==> config.mk <==
export PLATFORM = sky130hd
export DESIGN_NAME = audio_container_header_locator
export DESIGN_NICKNAME = d
export VERILOG_FILES = /design/src/achl_pkg.sv /design/src/audio_container_header_locator.sv /design/src/achl_decode.sv /design/src/achl_out_reg.sv
export SDC_FILE = /design/constraint.sdc
export NUM_CORES = 1
export LEC_CHECK = 0
export BUFFER_PORTS_ARGS = -buffer_cell sky130_fd_sc_hd__buf_4
export CAP_MARGIN = 20
export CORE_ASPECT_RATIO = 0.75
export CORE_MARGIN = 2
export CORE_UTILIZATION = 40
export CTS_CLUSTER_SIZE = 25
export DETAILED_ROUTE_END_ITERATION = 12
export PLACE_DENSITY = 0.56
export RECOVER_POWER = 50
export SYNTH_ARGS = -nofsm -noshare
export SYNTH_HDL_FRONTEND = slang
export SYNTH_HIERARCHICAL = 1
export SYNTH_SLANG_ARGS = --single-unit
==> constraint.sdc <==
create_clock -name clk -period 14.5 [get_ports clk]
set_input_delay 1.45 -clock clk [delete_from_list [all_inputs] [get_ports clk]]
set_output_delay 1.45 -clock clk [all_outputs]
set_load 0.02 [all_outputs]
==> src/achl_pkg.sv <==
package achl_pkg;

  localparam int BUFFER_BYTES_DEF  = 16384;
  localparam int SCAN_LENGTH_RESET = 16384;
  localparam int CFG_W             = 15;
  localparam int KIND_W            = 3;
  localparam int OFFSET_W          = 30;
  localparam int WINDOW_BYTES      = 10;

  localparam logic [KIND_W-1:0] KIND_NONE         = 3'd0;
  localparam logic [KIND_W-1:0] KIND_ID3          = 3'd1;
  localparam logic [KIND_W-1:0] KIND_RIFF_DATA    = 3'd2;
  localparam logic [KIND_W-1:0] KIND_TAG          = 3'd3;
  localparam logic [KIND_W-1:0] KIND_RIFF_NO_DATA = 3'd4;

  typedef enum logic [1:0] {
    PH_SCAN   = 2'd0,
    PH_SEARCH = 2'd1,
    PH_DONE   = 2'd2
  } achl_phase_t;

  typedef struct packed {
    achl_phase_t phase;
    logic [2:0]  prog;
  } achl_ctrl_t;

  typedef struct packed {
    logic [7:0] data_byte;
    logic       start_of_buffer;
  } achl_in_t;

  typedef struct packed {
    logic [KIND_W-1:0]   header_kind;
    logic [OFFSET_W-1:0] payload_offset;
  } achl_out_t;

endpackage

==> src/audio_container_header_locator.sv <==
// Each byte passes from the input register through the decode logic to the result register.
// Throughput: one byte per cycle unless a new result must wait on out_stall; marker compares,
// the syncsafe size add and the six-byte "data" matcher all sit between those two registers.
// A byte that yields no result moves on even while a finished result waits on out_stall.
// Reset (synchronous, rst_n low) sets scan_length to 16384 and starts a scan at position 0.
module audio_container_header_locator import achl_pkg::*; #(
  parameter int BUFFER_BYTES = BUFFER_BYTES_DEF
) (
  input  logic             clk,
  input  logic             rst_n,
  input  logic             in_valid,
  output logic             in_stall,
  input  achl_in_t         in_data,
  output logic             out_valid,
  input  logic             out_stall,
  output achl_out_t        out_data,
  input  logic             cfg_wr_en,
  input  logic [CFG_W-1:0] cfg_wr_data
);

  localparam int POS_W     = $clog2(BUFFER_BYTES);
  localparam int LEN_W     = $clog2(BUFFER_BYTES+1);
  localparam int MW        = (LEN_W > CFG_W) ? LEN_W : CFG_W;
  localparam int LEN_RESET = (SCAN_LENGTH_RESET < BUFFER_BYTES) ? SCAN_LENGTH_RESET
                                                                : BUFFER_BYTES;

  logic             in_valid_r;
  achl_in_t         in_r;
  logic [7:0]       recent_r [WINDOW_BYTES];
  logic [POS_W-1:0] pos_r;
  achl_ctrl_t       ctrl_r;
  logic [LEN_W-1:0] len_r;
  logic [LEN_W-1:0] len_nxt;

  logic             start;
  logic             active;
  logic             fire;
  logic             out_free;
  achl_ctrl_t       ctrl_eff;
  logic [POS_W-1:0] pos_eff;
  logic [POS_W-1:0] pos_nxt;
  logic [7:0]       win [WINDOW_BYTES];
  logic             res_valid;
  achl_out_t        res;
  achl_ctrl_t       ctrl_nxt;

  // Effective scan length is capped at the buffer size when it is written.
  assign len_nxt = (MW'(cfg_wr_data) > MW'(BUFFER_BYTES)) ? LEN_W'(BUFFER_BYTES)
                                                          : LEN_W'(cfg_wr_data);

  always_ff @(posedge clk) begin
    if (!rst_n) begin
      len_r <= LEN_W'(LEN_RESET);
    end else if (cfg_wr_en) begin
      len_r <= len_nxt;
    end
  end

  // A start flag restarts the scan before this byte is looked at.
  assign start = in_r.start_of_buffer;
  always_comb begin
    ctrl_eff = ctrl_r;
    pos_eff  = pos_r;
    if (start) begin
      ctrl_eff.phase = PH_SCAN;
      ctrl_eff.prog  = 3'd0;
      pos_eff        = '0;
    end
    for (int k = 0; k < WINDOW_BYTES - 1; k++) begin
      win[k] = start ? 8'd0 : recent_r[k+1];
    end
    win[WINDOW_BYTES-1] = in_r.data_byte;
  end

  assign active  = (ctrl_eff.phase == PH_SCAN) || (ctrl_eff.phase == PH_SEARCH);
  assign pos_nxt = pos_eff + POS_W'(1);

  achl_decode #(
    .BUFFER_BYTES(BUFFER_BYTES)
  ) u_decode (
    .ctrl_i     (ctrl_eff),
    .pos_i      (pos_eff),
    .len_i      (len_r),
    .win_i      (win),
    .res_valid_o(res_valid),
    .res_o      (res),
    .ctrl_o     (ctrl_nxt)
  );

  assign fire     = in_valid_r && (!res_valid || out_free);
  assign in_stall = in_valid_r && !fire;

  always_ff @(posedge clk) begin
    if (!rst_n) begin
      in_valid_r <= 1'b0;
    end else if (!in_stall) begin
      in_valid_r <= in_valid;
    end
  end

  always_ff @(posedge clk) begin
    if (!in_stall && in_valid) begin
      in_r <= in_data;
    end
  end

  always_ff @(posedge clk) begin
    if (!rst_n) begin
      pos_r  <= '0;
      ctrl_r <= '{phase: PH_SCAN, prog: 3'd0};
    end else if (fire && active) begin
      pos_r  <= pos_nxt;
      ctrl_r <= ctrl_nxt;
    end
  end

  always_ff @(posedge clk) begin
    if (fire && active) begin
      for (int k = 0; k < WINDOW_BYTES; k++) begin
        recent_r[k] <= win[k];
      end
    end
  end

  achl_out_reg u_out (
    .clk      (clk),
    .rst_n    (rst_n),
    .load_i   (fire && res_valid),
    .data_i   (res),
    .free_o   (out_free),
    .out_valid(out_valid),
    .out_stall(out_stall),
    .out_data (out_data)
  );

  a_done_after_result: assert property (@(posedge clk) disable iff (!rst_n)
    fire && res_valid |=> ctrl_r.phase == PH_DONE)
    else $error("scan did not finish after its result");

  a_search_prog_bound: assert property (@(posedge clk) disable iff (!rst_n)
    ctrl_r.phase == PH_SEARCH |-> !ctrl_r.prog[2])
    else $error("data matcher left complete while still searching");

  a_result_source: assert property (@(posedge clk) disable iff (!rst_n)
    $rose(out_valid) |-> $past(fire && res_valid))
    else $error("result appeared without a decoded request");

  a_zero_offset: assert property (@(posedge clk) disable iff (!rst_n)
    fire && res_valid && (res.header_kind == KIND_NONE ||
                          res.header_kind == KIND_RIFF_NO_DATA)
      |-> res.payload_offset == '0)
    else $error("nonzero offset on a result without payload");

endmodule

==> src/achl_decode.sv <==
module achl_decode import achl_pkg::*; #(
  parameter int BUFFER_BYTES = BUFFER_BYTES_DEF
) (
  input  achl_ctrl_t                            ctrl_i,
  input  logic [$clog2(BUFFER_BYTES)-1:0]       pos_i,
  input  logic [$clog2(BUFFER_BYTES+1)-1:0]     len_i,
  input  logic [7:0]                            win_i [WINDOW_BYTES],
  output logic                                  res_valid_o,
  output achl_out_t                             res_o,
  output achl_ctrl_t                            ctrl_o
);

  localparam int LEN_W = $clog2(BUFFER_BYTES+1);
  localparam int CW    = LEN_W + 1;

  localparam logic [7:0] CH_D = 8'h64;
  localparam logic [7:0] CH_A = 8'h61;
  localparam logic [7:0] CH_T = 8'h74;

  function automatic logic [7:0] chunk_byte(input logic [1:0] idx);
    logic [7:0] c;
    case (idx)
      2'd0:    c = CH_D;
      2'd1:    c = CH_A;
      2'd2:    c = CH_T;
      default: c = CH_A;
    endcase
    return c;
  endfunction

  // Step of the "data" matcher; a mismatch may still restart on 'd'.
  function automatic logic [2:0] advance_match(input logic [2:0] prog, input logic [7:0] b);
    logic [2:0] n;
    if (b == chunk_byte(prog[1:0])) begin
      n = prog + 3'd1;
    end else if (b == CH_D) begin
      n = 3'd1;
    end else begin
      n = 3'd0;
    end
    return n;
  endfunction

  logic [CW-1:0]       q_ext;
  logic [CW-1:0]       len_ext;
  logic                in_range;
  logic                is_id3;
  logic                is_riff;
  logic                is_tag;
  logic [OFFSET_W-1:0] id3_size;
  logic [2:0]          search_prog;
  logic [2:0]          riff_prog;
  logic                riff_hit;
  logic [3:0]          riff_hit_at;

  assign q_ext   = CW'(pos_i);
  assign len_ext = CW'(len_i);

  assign in_range = (q_ext >= CW'(9)) && ((q_ext + CW'(2)) <= len_ext);
  assign is_id3   = (win_i[0] == 8'h49) && (win_i[1] == 8'h44) && (win_i[2] == 8'h33);
  assign is_riff  = (win_i[0] == 8'h52) && (win_i[1] == 8'h49) &&
                    (win_i[2] == 8'h46) && (win_i[3] == 8'h46);
  assign is_tag   = (win_i[0] == 8'h54) && (win_i[1] == 8'h41) && (win_i[2] == 8'h47);

  // Syncsafe size: four 7-bit groups that overlap by one bit when the top bit is set.
  assign id3_size = OFFSET_W'({win_i[6], 21'd0}) + OFFSET_W'({win_i[7], 14'd0}) +
                    OFFSET_W'({win_i[8], 7'd0}) + OFFSET_W'(win_i[9]) +
                    (win_i[5][4] ? OFFSET_W'(20) : OFFSET_W'(10));

  assign search_prog = advance_match(ctrl_i.prog, win_i[WINDOW_BYTES-1]);

  // Bytes after "RIFF" that are already in the window go through the matcher at once.
  always_comb begin
    riff_prog   = 3'd0;
    riff_hit    = 1'b0;
    riff_hit_at = 4'd0;
    for (int i = 4; i < WINDOW_BYTES; i++) begin
      if (!riff_hit) begin
        riff_prog = advance_match(riff_prog, win_i[i]);
        if (riff_prog[2]) begin
          riff_hit    = 1'b1;
          riff_hit_at = 4'(i);
        end
      end
    end
  end

  always_comb begin
    res_valid_o = 1'b0;
    res_o       = '0;
    ctrl_o      = ctrl_i;
    case (ctrl_i.phase)
      PH_SEARCH: begin
        ctrl_o.prog = search_prog;
        if (search_prog[2]) begin
          res_valid_o          = 1'b1;
          res_o.header_kind    = KIND_RIFF_DATA;
          res_o.payload_offset = OFFSET_W'(pos_i) + OFFSET_W'(5);
        end else if ((q_ext + CW'(1)) >= len_ext) begin
          res_valid_o       = 1'b1;
          res_o.header_kind = KIND_RIFF_NO_DATA;
        end
      end
      PH_SCAN: begin
        if (len_i < LEN_W'(11)) begin
          res_valid_o       = 1'b1;
          res_o.header_kind = KIND_NONE;
        end else if (in_range && is_id3) begin
          res_valid_o          = 1'b1;
          res_o.header_kind    = KIND_ID3;
          res_o.payload_offset = id3_size;
        end else if (in_range && is_riff) begin
          if (riff_hit) begin
            res_valid_o          = 1'b1;
            res_o.header_kind    = KIND_RIFF_DATA;
            res_o.payload_offset = OFFSET_W'(pos_i) + OFFSET_W'(riff_hit_at) -
                                   OFFSET_W'(4);
          end else begin
            ctrl_o.phase = PH_SEARCH;
            ctrl_o.prog  = riff_prog;
          end
        end else if (in_range && is_tag) begin
          res_valid_o          = 1'b1;
          res_o.header_kind    = KIND_TAG;
          res_o.payload_offset = OFFSET_W'(128);
        end else if ((q_ext + CW'(2)) >= len_ext) begin
          res_valid_o       = 1'b1;
          res_o.header_kind = KIND_NONE;
        end
      end
      default: begin
      end
    endcase
    if (res_valid_o) begin
      ctrl_o.phase = PH_DONE;
    end
  end

endmodule

==> src/achl_out_reg.sv <==
module achl_out_reg import achl_pkg::*; (
  input  logic      clk,
  input  logic      rst_n,
  input  logic      load_i,
  input  achl_out_t data_i,
  output logic      free_o,
  output logic      out_valid,
  input  logic      out_stall,
  output achl_out_t out_data
);

  logic      valid_r;
  achl_out_t data_r;

  assign free_o    = !valid_r || !out_stall;
  assign out_valid = valid_r;
  assign out_data  = data_r;

  always_ff @(posedge clk) begin
    if (!rst_n) begin
      valid_r <= 1'b0;
    end else if (free_o) begin
      valid_r <= load_i;
    end
  end

  always_ff @(posedge clk) begin
    if (free_o && load_i) begin
      data_r <= data_i;
    end
  end

endmodule

==> run metrics <==
status=finished, violations left; failing checks=max-capacitance violations, max-slew violations; routability cong.=0.877; CP max FO=51; DR vias/cell=5.42; startpoint types=register; top cells by area, synth=edfxtp_1 34%, ha_1 11%, dfxtp_1 7.1%, nor2b_1 6.0%, xnor2_1 4.1%; die area=26800 um2; R2R Setup Slk=2830 ps; skew final=15.8 ps; root buf cell=clkbuf_16; postcts setup bufs=0; Layout Utilization=46.0%; CTS Buf Count=17; initial antenna violation count=0; die width=188 um; core area=25000 um2; # DRC=0; antenna-violating nets left=0; clock latency on the worst-skew pair=440 ps; H-tree level count=4; crit path kind=reg2out; Clk pin slew, worst setup/hold paths=60 ps; Maximum Capacitance Violations=2; most used cell, CP=o21ai_0; worst-margin pin slew=2550 ps; Slew HR=-70.2%; CTS tree=yes; post-DP HPWL=20000 um; share of post-route cells with drive strength above 1=7.58%; Tot GR Track Use=19.8%; Setup TNS=0 ps; diode count=0; fill count=2390; final WL=25900 um; Post-Syn Instances=1034; vias in the first global route=7161; Static Leak=4.25 nW; Synth cell types=79; Pre-antenna DRT Iters=5; synthesized area=10200 um2; cts hold-fix bufs=0; routed len/inst=17.9 um; minimum clock period=11750 ps; post-synth top area share=33.6%; global-route wire length before repair=40800 um; Pins Over Slew Limit=84; CP peak stage delay=1370 ps; Final Cycle Share=81.0%; RSZ-0062 raised after global routing=no; Worst Setup End Kind=output port; PortBufs=63; #FFs+latches synth=150; Clock Tree Buf Depth=2; post-CTS sizing=0; maximum clock rate=85.1 MHz; Seq/Total Area, Yosys=40.7%; Post-synth EDFFs=114; Pwr Density=90.7 nW/um2; # rows=50; Vert. Die Dim=142 um; synth cell count leaders=114 x edfxtp_1, 97 x nor2b_1, 90 x ha_1, 77 x nor2_1, 70 x inv_1; Initial Utilization=40.8%; IO Pins=64; slowest cell on the critical path=clkbuf_1; syn avg cell area=9.85 um2; Yosys top cell by area=edfxtp_1; VDD IR max=76.6 uV; Synth warnings=6; Final Setup Violations=0; Syn Nets=1155; remaining global-route overflow=0; largest net degree at the start of global routing=73; Fin. Hold Viols=0; ys async rst share=0%; Via Count=7831; cell with the most instances after synthesis=edfxtp_1; DR iter-0 viols=636; Primary FF master, synth=edfxtp_1; clk sink count=150; WP data required=13050 ps; fin nets=1216; Data arrival, critical path=10300 ps; worst hold path type=reg2reg; Layout area overhead=12.9%
-- registers in the layout, indices dropped and copies added, names as in the netlist --
name,flops
ctrl_r,5
recent_r,72
in_r,8
u_out/out_data,33
u_out/out_valid,1
pos_r,14
start,1
len_r,15
in_valid_r,1
-- cells in the final DEF (no fill, tap or decap), drive strengths merged, types with 9 or more instances in the layout --
master / count
xnor2: 48
nand2b: 21
edfxtp: 114
a211oi: 9
clkbuf: 65
buf: 22
dfxtp: 36
ha: 90
nand3: 29
nor4: 16
o21ai: 40
nor2b: 97
a22o: 10
nor2: 77
nand3b: 10
nand2: 61
a21oi: 45
o221ai: 9
nand4: 19
mux2i: 14
xor2: 22
inv: 77
-- layer usage --
| metal | track usage (%) | routed length (um) |
|---|---|---|
| met5 | 0 | 0 |
| met4 | 4.56 | 254 |
| met3 | 4.81 | 1700 |
| met2 | 25.4 | 9650 |
| met1 | 32.3 | 14300 |
-- where the power goes --
group          switching, mW  total, mW  internal, mW
sequential           0.00674      0.484         0.478
clock                  0.197      0.476         0.278
combinational         0.0525     0.0818        0.0293
total                  0.257       1.04         0.785
-- cell type report --
cell class,count,area [um2],share of cell area [%]
multi-input combinational,785,5640,49.1
clock inverter,15,210,1.83
tap,338,423,3.68
timing repair buffer,70,380,3.31
inverter,71,267,2.32
clock buffer,17,425,3.70
sequential,150,4140,36.1
-- metrics by stage --
step	setup slack, ps	cells	area (um2)	total power [mW]	hold slack, ps
global route	1750	1446	11500	1.08	488
global placement	4410	1413	11000	0.577	461
CTS	3880	1445	11600	1.06	484
detailed placement	4140	1413	11000	0.577	462
floorplan	5530	1034	10200	0.546	442
finish	2750	1446	11500	1.04	480
-- path summary, 6_finish.rpt --
check | startpoint | depth (start not counted) | endpoint
max reg2reg | start | 39 | u_out/out_data[24]
min | len_r[3] | 1 | len_r[3]
min reg2reg | len_r[3] | 1 | len_r[3]
max | start | 33 | in_stall
-- kinds of logic after synthesis --
group                    share of synthesized area (%)
flip-flops                                        40.7
AO/OA/AOI/OAI                                     12.9
AND/OR/NAND/NOR                                   23.5
adder cells (fa/ha/maj)                           11.5
XOR/XNOR                                          6.10
multiplexers                                      1.71
buffers and inverters                             3.71
-- critical path, delay by kind of cell (launching register included) --
kind / cells / cell delay (ps)
buffers and inverters: 4 / 2320
adder cells (fa/ha/maj): 3 / 710
flip-flops: 1 / 320
AO/OA/AOI/OAI: 12 / 2890
AND/OR/NAND/NOR: 13 / 3470
multiplexers: 1 / 110
No activity file was read; power rests on OpenSTA's default activity.
